`config.mk`:
```
export PLATFORM = sky130hd
export DESIGN_NAME = recursive_mutex_fifo_handoff
export DESIGN_NICKNAME = d
export VERILOG_FILES = /design/src/design/rmfh_pkg.sv /design/src/design/rmfh_ctrl.sv /design/src/design/rmfh_dp.sv /design/src/design/recursive_mutex_fifo_handoff.sv
export VERILOG_INCLUDE_DIRS = /design/src /design/src/design
export SDC_FILE = /design/constraint.sdc
export NUM_CORES = 1
export LEC_CHECK = 0
export BUFFER_PORTS_ARGS = -buffer_cell sky130_fd_sc_hd__clkbuf_2
export CELL_PAD_IN_SITES_DETAIL_PLACEMENT = 0
export CELL_PAD_IN_SITES_GLOBAL_PLACEMENT = 1
export CORE_MARGIN = 2
export CORE_UTILIZATION = 47
export CTS_CLUSTER_SIZE = 8
export DETAILED_ROUTE_END_ITERATION = 16
export MAX_ROUTING_LAYER = met4
export PLACE_DENSITY_LB_ADDON = 0.1
export SYNTH_ARGS = -nofsm -noshare
export SYNTH_HDL_FRONTEND = slang
export SYNTH_HIERARCHICAL = 1
export SYNTH_SLANG_ARGS = --single-unit
```
`constraint.sdc`:
```
create_clock -name clk -period 4.95 [get_ports clk]
set_input_delay 0.99 -clock clk [delete_from_list [all_inputs] [get_ports clk]]
set_output_delay 0.99 -clock clk [all_outputs]
set_load 0.03 [all_outputs]
```
`src/design/recursive_mutex_fifo_handoff_macros.svh`:
```
// ----------------------------------------------------------------------------
// Recursive mutex assertion macros
// Shorthand for concurrent assertions, reset-qualified, that compile away
// when SYNTH is defined.
// ----------------------------------------------------------------------------
`ifndef RECURSIVE_MUTEX_FIFO_HANDOFF_MACROS_SVH
`define RECURSIVE_MUTEX_FIFO_HANDOFF_MACROS_SVH

`ifndef SYNTH

// Same-cycle implication.
`define RMFH_ASSERT_IMPL(label, clk, rst_n, ante, cons) \
	label: assert property (@(posedge clk) disable iff (!rst_n) (ante) |-> (cons)) \
		else $error("assertion failed");

// Next-cycle implication.
`define RMFH_ASSERT_NEXT(label, clk, rst_n, ante, cons) \
	label: assert property (@(posedge clk) disable iff (!rst_n) (ante) |=> (cons)) \
		else $error("assertion failed");

`else

`define RMFH_ASSERT_IMPL(label, clk, rst_n, ante, cons)
`define RMFH_ASSERT_NEXT(label, clk, rst_n, ante, cons)

`endif

`endif

```
`src/design/rmfh_pkg.sv`:
```
// ----------------------------------------------------------------------------
// Recursive mutex package
// Command and status codes, and the control bundle from the controller
// to the datapath.
// ----------------------------------------------------------------------------
`default_nettype none

package rmfh_pkg;

	typedef logic [2:0] status_t;

	localparam logic CMD_LOCK   = 1'b0;
	localparam logic CMD_UNLOCK = 1'b1;

	localparam status_t ST_GRANTED  = 3'd0;
	localparam status_t ST_RECURSED = 3'd1;
	localparam status_t ST_BLOCKED  = 3'd2;
	localparam status_t ST_PARTIAL  = 3'd3;
	localparam status_t ST_FREED    = 3'd4;
	localparam status_t ST_HANDOFF  = 3'd5;
	localparam status_t ST_IGNORED  = 3'd6;
	localparam status_t ST_REFUSED  = 3'd7;

	typedef struct packed {
		logic capture;
		logic exec;
	} rmfh_ctrl_t;

endpackage

`default_nettype wire

```
`src/design/rmfh_ctrl.sv`:
```
// ----------------------------------------------------------------------------
// Recursive mutex controller
// Runs the request handshake, sequences each item through capture and
// execute, and owns the valid flag of the result register.
// ----------------------------------------------------------------------------
`default_nettype none

module rmfh_ctrl
	import rmfh_pkg::*;
(
	input  wire        clk,
	input  wire        arst_n,
	input  wire        req_valid,
	output logic       req_stall,
	output logic       rsp_valid,
	input  wire        rsp_stall,
	output rmfh_ctrl_t ctrl
);

	localparam logic S_IDLE = 1'b0;
	localparam logic S_EXEC = 1'b1;

	logic state_q;
	logic rsp_valid_q;
	logic slot_free;

	assign req_stall = (state_q != S_IDLE);
	assign slot_free = !rsp_valid_q || !rsp_stall;
	assign ctrl.capture = req_valid && !req_stall;
	assign ctrl.exec = (state_q == S_EXEC) && slot_free;
	assign rsp_valid = rsp_valid_q;

	always_ff @(posedge clk or negedge arst_n) begin
		if (!arst_n) begin
			state_q <= S_IDLE;
			rsp_valid_q <= 1'b0;
		end else begin
			case (state_q)
				S_IDLE: begin
					if (ctrl.capture) begin
						state_q <= S_EXEC;
					end
				end
				S_EXEC: begin
					if (slot_free) begin
						state_q <= S_IDLE;
					end
				end
				default: begin
					state_q <= S_IDLE;
				end
			endcase
			if (ctrl.exec) begin
				rsp_valid_q <= 1'b1;
			end else if (!rsp_stall) begin
				rsp_valid_q <= 1'b0;
			end
		end
	end

endmodule

`default_nettype wire

```
`src/design/rmfh_dp.sv`:
```
// ----------------------------------------------------------------------------
// Recursive mutex datapath
// Holds owner, hold count and the waiter queue, decides each request and
// loads the result register.
// ----------------------------------------------------------------------------
`default_nettype none
`include "recursive_mutex_fifo_handoff_macros.svh"

module rmfh_dp
	import rmfh_pkg::*;
#(
	parameter int QUEUE_DEPTH = 16,
	parameter int TASK_BITS   = 8,
	parameter int COUNT_BITS  = 8
) (
	input  wire        clk,
	input  wire        arst_n,
	input  rmfh_ctrl_t ctrl,
	input  wire        command,
	input  wire  [7:0] task_id,
	output status_t    status,
	output logic [7:0] woken_task,
	output logic [7:0] owner_now,
	output logic [7:0] count_now,
	output logic [4:0] waiters_now
);

	localparam int PTR_W  = (QUEUE_DEPTH > 1) ? $clog2(QUEUE_DEPTH) : 1;
	localparam int USED_W = $clog2(QUEUE_DEPTH + 1);

	logic [TASK_BITS-1:0] mem [QUEUE_DEPTH];
	logic [TASK_BITS-1:0] rd_q;

	logic                  cmd_q;
	logic [TASK_BITS-1:0]  task_q;
	logic [TASK_BITS-1:0]  owner_q;
	logic [COUNT_BITS-1:0] count_q;
	logic [PTR_W-1:0]      head_q;
	logic [PTR_W-1:0]      tail_q;
	logic [USED_W-1:0]     used_q;

	status_t    status_q;
	logic [7:0] woken_q;
	logic [7:0] owner_now_q;
	logic [7:0] count_now_q;
	logic [4:0] waiters_q;

	logic [31:0] tid_ext;

	status_t               n_status;
	logic [TASK_BITS-1:0]  n_woken;
	logic [TASK_BITS-1:0]  n_owner;
	logic [COUNT_BITS-1:0] n_count;
	logic [COUNT_BITS-1:0] dec_count;
	logic [PTR_W-1:0]      n_head;
	logic [PTR_W-1:0]      n_tail;
	logic [USED_W-1:0]     n_used;
	logic                  push;
	logic [31:0]           woken_ext;
	logic [31:0]           owner_ext;
	logic [31:0]           count_ext;
	logic [31:0]           used_ext;

	function automatic logic [PTR_W-1:0] next_slot(input logic [PTR_W-1:0] p);
		next_slot = (p == PTR_W'(QUEUE_DEPTH - 1)) ? '0 : p + PTR_W'(1);
	endfunction

	assign tid_ext = 32'(task_id);
	assign dec_count = count_q - COUNT_BITS'(1);

	always_comb begin
		n_status = ST_IGNORED;
		n_woken = '0;
		n_owner = owner_q;
		n_count = count_q;
		n_head = head_q;
		n_tail = tail_q;
		n_used = used_q;
		push = 1'b0;
		if (task_q == '0) begin
			n_status = ST_IGNORED;
		end else if (cmd_q == CMD_LOCK) begin
			if (count_q == '0) begin
				n_count = COUNT_BITS'(1);
				n_owner = task_q;
				n_status = ST_GRANTED;
			end else if (owner_q == task_q) begin
				if (&count_q) begin
					n_status = ST_REFUSED;
				end else begin
					n_count = count_q + COUNT_BITS'(1);
					n_status = ST_RECURSED;
				end
			end else if (used_q == USED_W'(QUEUE_DEPTH)) begin
				n_status = ST_REFUSED;
			end else begin
				push = 1'b1;
				n_tail = next_slot(tail_q);
				n_used = used_q + USED_W'(1);
				n_status = ST_BLOCKED;
			end
		end else begin
			if (count_q != '0 && owner_q == task_q) begin
				if (dec_count != '0) begin
					n_count = dec_count;
					n_status = ST_PARTIAL;
				end else if (used_q != '0) begin
					n_woken = rd_q;
					n_head = next_slot(head_q);
					n_used = used_q - USED_W'(1);
					n_owner = rd_q;
					n_count = COUNT_BITS'(1);
					n_status = ST_HANDOFF;
				end else begin
					n_owner = '0;
					n_count = '0;
					n_status = ST_FREED;
				end
			end
		end
	end

	assign woken_ext = 32'(n_woken);
	assign owner_ext = 32'(n_owner);
	assign count_ext = 32'(n_count);
	assign used_ext  = 32'(n_used);

	always_ff @(posedge clk) begin
		if (ctrl.exec && push) begin
			mem[tail_q] <= task_q;
		end
		rd_q <= mem[head_q];
	end

	always_ff @(posedge clk) begin
		if (ctrl.capture) begin
			cmd_q <= command;
			task_q <= tid_ext[TASK_BITS-1:0];
		end
		if (ctrl.exec) begin
			status_q <= n_status;
			woken_q <= woken_ext[7:0];
			owner_now_q <= owner_ext[7:0];
			count_now_q <= count_ext[7:0];
			waiters_q <= used_ext[4:0];
		end
	end

	always_ff @(posedge clk or negedge arst_n) begin
		if (!arst_n) begin
			owner_q <= '0;
			count_q <= '0;
			head_q <= '0;
			tail_q <= '0;
			used_q <= '0;
		end else if (ctrl.exec) begin
			owner_q <= n_owner;
			count_q <= n_count;
			head_q <= n_head;
			tail_q <= n_tail;
			used_q <= n_used;
		end
	end

	assign status = status_q;
	assign woken_task = woken_q;
	assign owner_now = owner_now_q;
	assign count_now = count_now_q;
	assign waiters_now = waiters_q;

	`RMFH_ASSERT_IMPL(a_used_bound, clk, arst_n, 1'b1, used_q <= USED_W'(QUEUE_DEPTH))
	`RMFH_ASSERT_IMPL(a_owner_iff_held, clk, arst_n, 1'b1, (count_q == '0) == (owner_q == '0))
	`RMFH_ASSERT_IMPL(a_wait_needs_owner, clk, arst_n, used_q != '0, count_q != '0)
	`RMFH_ASSERT_NEXT(a_handoff_count, clk, arst_n, ctrl.exec && n_status == ST_HANDOFF, count_q == COUNT_BITS'(1))

endmodule

`default_nettype wire

```
`src/design/recursive_mutex_fifo_handoff.sv`:
```
// ----------------------------------------------------------------------------
// Recursive mutex with FIFO wait queue
// Lock unit for one mutex: owner, recursion count and a queue of waiters,
// with direct handoff to the oldest waiter on the final unlock.
// ----------------------------------------------------------------------------
// Each request is first captured, while the head of the wait queue, whose
// memory has a registered read port, is read; then it is decided and the
// state updated. A new request is taken while a result still waits in the
// output register, but its execute cycle waits until that register is
// free. Task id zero and unlocks by a non-owner change nothing. A lock that
// would overflow the count or the queue is dropped with status seven.
`default_nettype none

module recursive_mutex_fifo_handoff
	import rmfh_pkg::*;
#(
	parameter int QUEUE_DEPTH = 16,
	parameter int TASK_BITS   = 8,
	parameter int COUNT_BITS  = 8
) (
	input  wire        clk,
	input  wire        arst_n,
	input  wire        req_valid,
	output logic       req_stall,
	input  wire        command,
	input  wire  [7:0] task_id,
	output logic       rsp_valid,
	input  wire        rsp_stall,
	output status_t    status,
	output logic [7:0] woken_task,
	output logic [7:0] owner_now,
	output logic [7:0] count_now,
	output logic [4:0] waiters_now
);

	rmfh_ctrl_t ctrl;

	rmfh_ctrl u_ctrl (
		.clk       (clk),
		.arst_n    (arst_n),
		.req_valid (req_valid),
		.req_stall (req_stall),
		.rsp_valid (rsp_valid),
		.rsp_stall (rsp_stall),
		.ctrl      (ctrl)
	);

	rmfh_dp #(
		.QUEUE_DEPTH (QUEUE_DEPTH),
		.TASK_BITS   (TASK_BITS),
		.COUNT_BITS  (COUNT_BITS)
	) u_dp (
		.clk         (clk),
		.arst_n      (arst_n),
		.ctrl        (ctrl),
		.command     (command),
		.task_id     (task_id),
		.status      (status),
		.woken_task  (woken_task),
		.owner_now   (owner_now),
		.count_now   (count_now),
		.waiters_now (waiters_now)
	);

endmodule

`default_nettype wire
```
==> flow_metrics.py, run 1 <==
metrics = {
    "yosys": {
        "synth.mux.area_fraction_pct": 10.3,
        "seq_area_frac_synth_pct": 65.3,
        "yosysUniqueCellTypes": 73,
        "fraction_of_synthesis_flops_using_an_asynchronous_set_or_reset_pin_pct": 14.9,
        "number_of_enable_type_register_cells_in_the_synthesized_netlist": 169,
        "post_synth_fa_ha_maj_area_fraction_pct": 1.36,
        "combinational_family_with_the_most_area_after_synthesis": "multiplexers",
        "yosys.area_share.simple_pct": 9.88,
        "syn-cell-area_um2": 9210,
        "ys_seq_elements": 208,
        "synth_fp_nets": 618,
        "synth_area_leader_cell": "sky130_fd_sc_hd__edfxtp_1",
        "synth_compound_area_share_pct": 9.18,
        "synthesis.area_per_instance_um2": 15.5,
        "synth.top_cells.by_area": "sky130_fd_sc_hd__edfxtp_1 55%, sky130_fd_sc_hd__mux4_2 9.8%, sky130_fd_sc_hd__dfrtp_1 8.4%",
        "post_synth_xor_area_fraction_pct": 1.60,
        "synth_flop_cell": "sky130_fd_sc_hd__edfxtp_1",
        "yosys_warnings": 6,
        "synth_top_area_share_pct": 55.1,
        "postSynthCellCount": 595,
    },
    "pwr": {
        "switchingPower_uw": 1320,
        "max-vdd-ir-drop_mv": 0.248,
        "switching_share_of_total_power_pct": 27.6,
        "internal_power_uw": 3460,
        "p_comb_share_pct": 15.1,
        "pwr-share-clk_pct": 37.6,
        "seq_power_share_pct": 47.2,
        "power_density_nw_per_um2": 452,
        "static-leakage-power_uw": 0.00368,
    },
    "die": {
        "placeableCoreArea_um2": 19300,
        "design.portCount": 47,
        "start_util_pct": 47.6,
        "die-area_um2": 20700,
        "rows": 51,
        "floorplan.die.height_um": 144,
        "die_w_um": 144,
    },
    "clock_network": {
        "clk_latency_worst_skew_pair_ns": 0.54,
        "cts_tree": "yes",
        "htreeDepth": 1,
        "clk_root_buffer_cell": "sky130_fd_sc_hd__clkbuf_16",
        "ctsHoldBuffers": 0,
        "clock_tree.buffer_depth": 3,
        "cts.repair_timing.setup_buffer_count": 0,
        "post_cts_resized": 0,
        "clk_pin_slew_worst_paths_ns": 0.05,
        "numClockSinks": 208,
        "cts_buffers": 29,
    },
    "global_route": {
        "grt_first_pass_wirelength_um": 34000,
        "global_route.overflow_total": 0,
        "via_count_of_the_first_global_routing_pass": 5485,
        "track_usage_pct": 22.8,
        "largest_net_degree_at_the_start_of_global_routing": 53,
        "antenna_found_initial": 1,
    },
    "layout": {
        "syn_to_final_growth_pct": 14.8,
        "antenna-diode-count": 0,
        "final_net_count": 676,
        "drive_above_1_share_pct": 23.4,
        "fillCellCount": 1614,
        "finalInstanceArea_um2": 10600,
        "finalNonFillerCells": 941,
    },
    "critical_path": {
        "path_cells": "or4_1 -> or2_1 -> buf_4 -> nand2_1 -> buf_4 -> a2111oi_2 -> nor3b_1 -> and2_1",
        "worst-endpoint-required_ns": 5.13,
        "slowest_stage": "sky130_fd_sc_hd__edfxtp_1",
        "cpMostUsedCell": "sky130_fd_sc_hd__buf_4",
        "cp_top_family": "simple AND/OR/NAND/NOR gates",
        "crit_path_start_kind": "register",
        "timing.setup.critical_path_class": "reg2reg",
        "critPathMaxFanout": 20,
        "worst_path_largest_cell_delay_ns": 0.84,
        "timing.critical_path.arrival_ns": 3.76,
        "worst_setup_path_end_kind": "register",
        "critical_path.n_buffers_inverters": 2,
    },
    "min_path": {
        "worst_hold_path_type": "reg2reg",
    },
    "sta": {
        "timing_hold_violations_final": 0,
        "final_worst_path_period_share_pct": 72.2,
        "max_slew_margin_pct": 37.0,
        "grt_setup_unrepaired": "no",
        "tightestPinTransition_ns": 0.945,
        "final_critical_path_setup_slack_ns": 1.37,
        "max_freq_ghz": 0.280,
        "finalWorstPathRequiredPeriod_ns": 3.58,
        "clock-skew-final_ns": 0.0102,
        "finalSetupViolations": 0,
        "setup_tns_ns": 0,
        "final.hold.worst_slack_ns": 0.486,
        "maxSlewViolCount": 0,
    },
    "drt": {
        "route.final.wire_length_um": 22300,
        "wire_length_per_cell_after_detailed_routing_um": 23.7,
        "drcViolationCount": 0,
        "routed_via_density": 6.01,
        "final_antenna_net_count": 0,
        "vias": 5651,
        "drt_pass_1_iters": 5,
        "initialDrtViolationCount": 674,
    },
    "placed_design": {
        "placedCellCount": 887,
        "area_after_dpl_um2": 9740,
        "place.port_buffers": 46,
        "preCtsSetupSlack_ns": 1.39,
        "detailed_place_hpwl_um": 14700,
        "gp_congestion": 0.882,
    },
    "status": {
        "outcome": "finished clean",
    },
    "flow_run": {
        "max_cap_viol_count": 0,
    },
}
## path summary, 6_finish.rpt
kind / start / endpoint / slack, ns / depth (start not counted)
worst max-delay path: u_dp/task_q[0]$_DFFE_PP_ / u_dp/mem[1][6]$_DFFE_PP_ / 1.37 / 8
worst min-delay path: u_dp/rd_q[4]$_DFF_P_ / u_dp/owner_q[4]$_DFFE_PN0P_ / 0.49 / 1
worst max register to register: u_dp/task_q[0]$_DFFE_PP_ / u_dp/mem[1][6]$_DFFE_PP_ / 1.37 / 8
worst min register to register: u_dp/rd_q[4]$_DFF_P_ / u_dp/owner_q[4]$_DFFE_PN0P_ / 0.49 / 1
max in group asynchronous: arst_n / u_dp/head_q[1]$_DFFE_PN0P_ / 3.72 / 1
min in group asynchronous: arst_n / u_dp/count_q[1]$_DFFE_PN0P_ / 0.59 / 1
## cell usage in the layout, fill, tap and decap left out, drive strengths merged, types with 3 or more instances in the layout
master	n
nor3	12
dfrtp	31
a211oi	3
o22ai	3
nand2	26
o31ai	5
o21ai	22
dfxtp	8
a221o	20
nor4	7
a21o	4
xnor2	16
nand4	6
buf	16
mux2	3
nand3	19
mux4	40
a31oi	11
edfxtp	169
a21oi	14
nor2b	4
nor2	20
nor3b	3
or3	4
ha	10
and2	10
or4	3
clkbuf	99
o211ai	8
inv	15
and3	31
## power by group through the flow
stage	logic, uW	registers [uW]	clock network, uW
2_1_floorplan	459	2300	0
3_3_place_gp	723	2280	0
3_5_place_dp	717	2280	0
4_1_cts	722	2250	1840
5_1_grt	790	2280	1920
6_report	723	2250	1800
## flip-flops by register name, indices dropped and copies added (netlist names), 3 cells and up
name,cells
u_dp/owner_q,8
u_dp/tail_q,4
u_dp/waiters_now,5
u_dp/owner_now,8
u_dp/used_q,5
u_dp/task_q,8
u_dp/woken_task,8
u_dp/count_q,8
u_dp/head_q,4
u_dp/count_now,8
u_dp/mem,128
u_dp/rd_q,8
u_dp/status,3
## layer usage
layer  share of wire, %  vias up  GRT usage, %
met4                1.2        0          4.75
li1                   -     2514             -
met2                 44      253          31.6
met5                  0        -             -
met3                7.2       19          3.87
met1                 48     2865          35.7
## final cells by class
type | count | area [um2] | share of cell area [%]
Sequential cell | 208 | 6010 | 56.9
Clock inverter | 1 | 20.0 | 0.189
Multi-Input combinational cell | 338 | 2990 | 28.3
Clock buffer | 53 | 816 | 7.72
Tap cell | 265 | 332 | 3.14
Inverter | 14 | 52.6 | 0.497
Timing Repair Buffer | 62 | 350 | 3.31
## kinds of logic (layout without fill, tap and decap cells)
group	count (synthesis)	in the layout
compound gates	112	112
simple gates	156	156
fa+ha+maj	10	10
mux	44	44
xor+xnor	16	16
buf+inv	49	130
flops	208	208
## per-stage QoR
stage                     utilization (%)  power [uW]
after floorplan                         -        2760
after global placement               50.4        3000
after detailed placement             50.4        3000
after CTS                            54.7        4810
after global routing                 54.7        4980
final                                54.7        4770
## cells in the mapped netlist, drive strengths merged (4+ instances only)
master    n
o211ai    8
and3     31
dfrtp    31
nor4      7
mux4     40
a21o      4
a221o    20
nand2    26
xnor2    16
ha       10
dfxtp     8
o21ai    22
nor2     20
edfxtp  169
nand3    19
o31ai     5
or3       4
nand4     6
nor3     12
inv      14
a31oi    11
nor2b     4
clkbuf   21
and2     10
buf      14
a21oi    14
No activity file was read; power rests on OpenSTA's default activity.
==> run 2: changes to the inputs <==
--- a/config.mk
+++ b/config.mk
@@ -10,7 +10,7 @@
 export CELL_PAD_IN_SITES_DETAIL_PLACEMENT = 0
 export CELL_PAD_IN_SITES_GLOBAL_PLACEMENT = 1
 export CORE_MARGIN = 2
-export CORE_UTILIZATION = 47
+export CORE_UTILIZATION = 48
 export CTS_CLUSTER_SIZE = 8
 export DETAILED_ROUTE_END_ITERATION = 16
 export MAX_ROUTING_LAYER = met4
==> constraint.sdc (replaced) <==
create_clock -name clk -period 3.55 [get_ports clk]
set_input_delay 0.71 -clock clk [delete_from_list [all_inputs] [get_ports clk]]
set_output_delay 0.71 -clock clk [all_outputs]
set_load 0.03 [all_outputs]
==> flow_metrics.py, run 2 (synthesis results as in run 1) <==
metrics = {
    "placed_design": {
        "detailed_place_hpwl_um": 14700,
        "placedCellCount": 877,
        "gp_congestion": 0.903,
        "place.port_buffers": 46,
    },
    "die": {
        "placeableCoreArea_um2": 18800,
        "start_util_pct": 49.1,
        "die-area_um2": 20300,
        "floorplan.die.height_um": 143,
        "design.portCount": 47,
        "rows": 50,
        "die_w_um": 143,
    },
    "drt": {
        "routed_via_density": 6.11,
        "drt_pass_1_iters": 5,
        "initialDrtViolationCount": 460,
        "final_antenna_net_count": 0,
        "wire_length_per_cell_after_detailed_routing_um": 23.5,
        "route.final.wire_length_um": 21900,
        "vias": 5688,
        "drcViolationCount": 0,
    },
    "layout": {
        "final_core_utilization_pct": 57.0,
        "multi_input_comb_area_um2": 2990,
        "most-common-layout-cells": "169 x sky130_fd_sc_hd__edfxtp_1, 46 x sky130_fd_sc_hd__clkbuf_2, 40 x sky130_fd_sc_hd__mux4_2",
        "drive_above_1_share_pct": 25.5,
        "flip_flop_count_of_the_largest_register_after_layout": 128,
        "mostFrequentLayoutCell": "sky130_fd_sc_hd__edfxtp_1",
        "fillCellCount": 1521,
        "antenna-diode-count": 0,
        "finalNonFillerCells": 931,
        "syn_to_final_growth_pct": 16.1,
        "final_net_count": 697,
        "max_flop_register": "u_dp/mem",
        "ff_latch_area_um2": 6010,
    },
    "sta": {
        "clock-skew-final_ns": 0.00875,
        "final_worst_path_period_share_pct": 92.3,
        "max_freq_ghz": 0.305,
        "finalSetupViolations": 0,
        "grt_setup_unrepaired": "no",
        "setup_tns_ns": 0,
        "timing_hold_violations_final": 0,
        "tightestPinTransition_ns": 0.951,
        "maxSlewViolCount": 0,
        "max_slew_margin_pct": 36.6,
        "finalWorstPathRequiredPeriod_ns": 3.28,
    },
    "critical_path": {
        "worst_setup_path_end_kind": "register",
        "timing.critical_path.arrival_ns": 3.55,
        "worst-endpoint-required_ns": 3.83,
        "critical_path.n_buffers_inverters": 1,
        "worst_path_largest_cell_delay_ns": 0.64,
        "slowest_stage": "sky130_fd_sc_hd__or4b_1",
        "path_cells": "inv_1 -> ha_1 -> or4b_1 -> xnor2_2 -> o31a_4 -> nor4_4 -> o21ai_2 -> a221o_1",
        "cp_top_family": "simple AND/OR/NAND/NOR gates",
        "critPathMaxFanout": 8,
        "timing.setup.critical_path_class": "reg2reg",
        "crit_path_start_kind": "register",
    },
    "clock_network": {
        "post_cts_resized": 0,
        "clk_root_buffer_cell": "sky130_fd_sc_hd__clkbuf_16",
        "numClockSinks": 208,
        "clk_latency_worst_skew_pair_ns": 0.54,
        "clock_tree.buffer_depth": 3,
        "cts_tree": "yes",
        "clk_pin_slew_worst_paths_ns": 0.05,
        "ctsHoldBuffers": 0,
        "cts_buffers": 29,
        "cts.repair_timing.setup_buffer_count": 0,
        "htreeDepth": 1,
    },
    "flow_run": {
        "max_cap_viol_count": 0,
    },
    "global_route": {
        "global_route.overflow_total": 0,
        "grt_first_pass_wirelength_um": 33200,
        "largest_net_degree_at_the_start_of_global_routing": 52,
        "track_usage_pct": 22.6,
        "antenna_found_initial": 0,
        "via_count_of_the_first_global_routing_pass": 5494,
    },
    "pwr": {
        "max-vdd-ir-drop_mv": 0.373,
        "static-leakage-power_uw": 0.00378,
        "power_density_nw_per_um2": 628,
    },
    "min_path": {
        "worst_hold_path_type": "in2async",
    },
    "status": {
        "outcome": "finished clean",
    },
}
run 2: changes by cell type in the layout (fill, tap and decap cells not counted):
cell,change
sky130_fd_sc_hd__dfrtp_1,+1
sky130_fd_sc_hd__dfrtp_2,-1
sky130_fd_sc_hd__buf_4,+21
run 2: where the power goes:
part | switching [uW] | internal, uW | total [uW]
sequential | 214 | 2900 | 3110
combinational | 676 | 413 | 1090
clock | 976 | 1530 | 2510
total | 1870 | 4840 | 6710
run 2: final cells by class:
type	count	area share (%)
multi-input combinational	338	28.0
clock inverter	1	0.187
clock buffer	53	7.63
inverter	14	0.492
timing repair buffer	83	4.75
tap	234	2.74
sequential	208	56.2
run 2: metrics by stage:
step                      area [um2]  worst slack [ns]  total power (uW)  hold WS (ns)
after floorplan                 9210            0.0916              3840         0.414
after global routing           10700            0.0375              6990         0.335
after CTS                      10700             0.282              6770         0.321
after global placement          9850             0.397              4210         0.480
final                          10700             0.274              6710         0.315
after detailed placement        9850             0.293              4240         0.470
run 2: worst paths after layout:
kind	from	end	slack [ns]	cells past startpoint
max in group asynchronous	arst_n	u_dp/head_q[0]$_DFFE_PN0P_	2.58	1
worst min register to register	u_dp/rd_q[0]$_DFF_P_	u_dp/owner_q[0]$_DFFE_PN0P_	0.50	1
worst max register to register	u_dp/count_q[1]$_DFFE_PN0P_	u_dp/owner_now[0]$_DFFE_PP_	0.27	8
worst max-delay path	u_dp/count_q[1]$_DFFE_PN0P_	u_dp/owner_now[0]$_DFFE_PP_	0.27	8
min in group clk	task_id[1]	u_dp/task_q[1]$_DFFE_PP_	0.35	1
worst min-delay path	arst_n	u_dp/used_q[3]$_DFFE_PN0P_	0.32	1
run 2: worst register-to-register path, cell delays in order, from the launching register on:
cell and delay (ns):
sky130_fd_sc_hd__dfrtp_1 0.44, sky130_fd_sc_hd__inv_1 0.13, sky130_fd_sc_hd__ha_1 0.29, sky130_fd_sc_hd__or4b_1 0.64, sky130_fd_sc_hd__xnor2_2 0.20, sky130_fd_sc_hd__o31a_4 0.34
sky130_fd_sc_hd__nor4_4 0.43, sky130_fd_sc_hd__o21ai_2 0.20, sky130_fd_sc_hd__a221o_1 0.34
run 2: routing by layer:
metal / vias up / wire [um] / global-route usage (%)
met5: - / 0 / -
met3: 33 / 1840 / 3.50
li1: 2564 / - / -
met1: 2832 / 10300 / 35.9
met2: 259 / 9270 / 30.6
met4: 0 / 445 / 5.47
==> run 3: changes to the inputs <==
--- a/config.mk
+++ b/config.mk
@@ -15,6 +15,7 @@
 export DETAILED_ROUTE_END_ITERATION = 16
 export MAX_ROUTING_LAYER = met4
 export PLACE_DENSITY_LB_ADDON = 0.1
+export SETUP_SLACK_MARGIN = 0.05
 export SYNTH_ARGS = -nofsm -noshare
 export SYNTH_HDL_FRONTEND = slang
 export SYNTH_HIERARCHICAL = 1
==> constraint.sdc (replaced) <==
create_clock -name clk -period 4.2 [get_ports clk]
set_input_delay 0.84 -clock clk [delete_from_list [all_inputs] [get_ports clk]]
set_output_delay 0.84 -clock clk [all_outputs]
set_load 0.03 [all_outputs]
==> flow_metrics.py, run 3 (synthesis results as in run 1) <==
metrics = {
    "layout": {
        "drive_above_1_share_pct": 23.7,
        "syn_to_final_growth_pct": 14.6,
        "multi_input_comb_area_um2": 2990,
        "finalNonFillerCells": 913,
        "final_core_utilization_pct": 56.2,
        "fillCellCount": 1462,
        "ff_latch_area_um2": 6010,
        "flip_flop_count_of_the_largest_register_after_layout": 128,
        "mostFrequentLayoutCell": "sky130_fd_sc_hd__edfxtp_1",
        "final_net_count": 679,
        "max_flop_register": "u_dp/mem",
        "antenna-diode-count": 0,
        "most-common-layout-cells": "169 x sky130_fd_sc_hd__edfxtp_1, 46 x sky130_fd_sc_hd__clkbuf_2, 40 x sky130_fd_sc_hd__mux4_2",
    },
    "global_route": {
        "largest_net_degree_at_the_start_of_global_routing": 53,
        "track_usage_pct": 22.1,
        "antenna_found_initial": 0,
        "grt_first_pass_wirelength_um": 32900,
        "via_count_of_the_first_global_routing_pass": 5419,
        "global_route.overflow_total": 0,
    },
    "placed_design": {
        "detailed_place_hpwl_um": 14000,
        "gp_congestion": 0.889,
        "placedCellCount": 859,
        "preCtsSetupSlack_ns": 0.831,
        "place.port_buffers": 46,
    },
    "clock_network": {
        "clk_pin_slew_worst_paths_ns": 0.06,
        "cts_tree": "yes",
        "clk_root_buffer_cell": "sky130_fd_sc_hd__clkbuf_16",
        "clock_tree.buffer_depth": 3,
        "post_cts_resized": 0,
        "numClockSinks": 208,
        "htreeDepth": 1,
        "cts.repair_timing.setup_buffer_count": 0,
        "clk_latency_worst_skew_pair_ns": 0.54,
        "cts_buffers": 29,
        "ctsHoldBuffers": 0,
    },
    "sta": {
        "maxSlewViolCount": 0,
        "finalSetupViolations": 0,
        "timing_hold_violations_final": 0,
        "setup_tns_ns": 0,
        "max_freq_ghz": 0.299,
        "max_slew_margin_pct": 31.8,
        "grt_setup_unrepaired": "no",
        "finalWorstPathRequiredPeriod_ns": 3.35,
        "final.hold.worst_slack_ns": 0.448,
        "final_critical_path_setup_slack_ns": 0.852,
        "clock-skew-final_ns": 0.0115,
        "final_worst_path_period_share_pct": 79.7,
        "tightestPinTransition_ns": 1.02,
    },
    "die": {
        "floorplan.die.height_um": 143,
        "die_w_um": 143,
        "rows": 50,
        "die-area_um2": 20300,
        "design.portCount": 47,
        "placeableCoreArea_um2": 18800,
        "start_util_pct": 49.1,
    },
    "drt": {
        "drcViolationCount": 0,
        "vias": 5619,
        "final_antenna_net_count": 0,
        "drt_pass_1_iters": 5,
        "route.final.wire_length_um": 21500,
        "routed_via_density": 6.15,
        "initialDrtViolationCount": 470,
        "wire_length_per_cell_after_detailed_routing_um": 23.5,
    },
    "pwr": {
        "static-leakage-power_uw": 0.00369,
        "power_density_nw_per_um2": 534,
        "max-vdd-ir-drop_mv": 0.334,
    },
    "critical_path": {
        "regToRegSetupSlack_ns": 0.85,
        "worst_path_largest_cell_delay_ns": 0.63,
        "worst_setup_path_end_kind": "register",
        "crit_path_start_kind": "register",
        "critPathMaxFanout": 16,
        "worst-endpoint-required_ns": 4.61,
        "timing.setup.critical_path_class": "reg2reg",
        "path_cells": "inv_1 -> ha_1 -> or4b_1 -> xnor2_2 -> o31a_4 -> nor4_4 -> buf_4 -> and3_4 -> mux2_2",
        "r2r.worst_path.cells": 9,
        "timing.critical_path.arrival_ns": 3.76,
        "slowest_stage": "sky130_fd_sc_hd__or4b_1",
    },
    "min_path": {
        "worst_hold_path_type": "in2async",
    },
    "status": {
        "outcome": "finished clean",
    },
    "flow_run": {
        "max_cap_viol_count": 0,
    },
}
-- run 3: changes by cell type in the layout (fill, tap and decap cells not counted) --
cell / before / now
sky130_fd_sc_hd__dfrtp_1: 30 / 29
sky130_fd_sc_hd__dfrtp_2: 1 / 2
sky130_fd_sc_hd__buf_4: 37 / 19
-- run 3: critical path: cells and delay by family (launching register included) --
family | cells | cell delay (ns)
AND/OR/NAND/NOR | 3 | 1.18
flip-flops | 1 | 0.51
buffers and inverters | 2 | 0.37
AO/OA/AOI/OAI | 1 | 0.34
adder cells (fa/ha/maj) | 1 | 0.27
multiplexers | 1 | 0.35
XOR/XNOR | 1 | 0.19
-- run 3: where the power goes --
| part | internal (uW) | leakage (uW) | switching [uW] |
|---|---|---|---|
| sequential | 2450 | 0.00199 | 191 |
| clock | 1300 | 0.000396 | 836 |
| combinational | 329 | 0.00130 | 535 |
-- run 3: metal layers --
metal  track usage (%)  part of all wire, %  vias to the layer above
li1                  -                    -                     2532
met1              35.8                   50                     2841
met2              29.4                   43                      208
met3              2.86                  5.5                       38
met4              5.84                  1.9                        0
met5                 -                    0                        -
-- run 3: final timing paths --
| path | from | to |
|---|---|---|
| min in group clk | task_id[0] | u_dp/task_q[0]$_DFFE_PP_ |
| setup / recovery | u_dp/count_q[0]$_DFFE_PN0P_ | u_dp/head_q[0]$_DFFE_PN0P_ |
| hold / removal | arst_n | u_dp/count_q[0]$_DFFE_PN0P_ |
| setup reg to reg | u_dp/count_q[0]$_DFFE_PN0P_ | u_dp/head_q[0]$_DFFE_PN0P_ |
| hold reg to reg | u_dp/rd_q[0]$_DFF_P_ | u_dp/owner_q[0]$_DFFE_PN0P_ |
| max in group asynchronous | arst_n | u_dp/head_q[1]$_DFFE_PN0P_ |
-- run 3: stage by stage --
step	power (uW)	area (um2)
after floorplan	3250	9210
after global placement	3520	9720
after detailed placement	3540	9720
after CTS	5670	10600
after global routing	5870	10600
final	5640	10600
-- run 3: area by class of cell --
| cell class | instances | area share, % |
|---|---|---|
| inverter | 14 | 0.498 |
| timing repair buffer | 65 | 3.53 |
| tap | 234 | 2.77 |
| sequential | 208 | 57.0 |
| multi-input combinational | 338 | 28.3 |
| clock buffer | 53 | 7.73 |
| clock inverter | 1 | 0.190 |
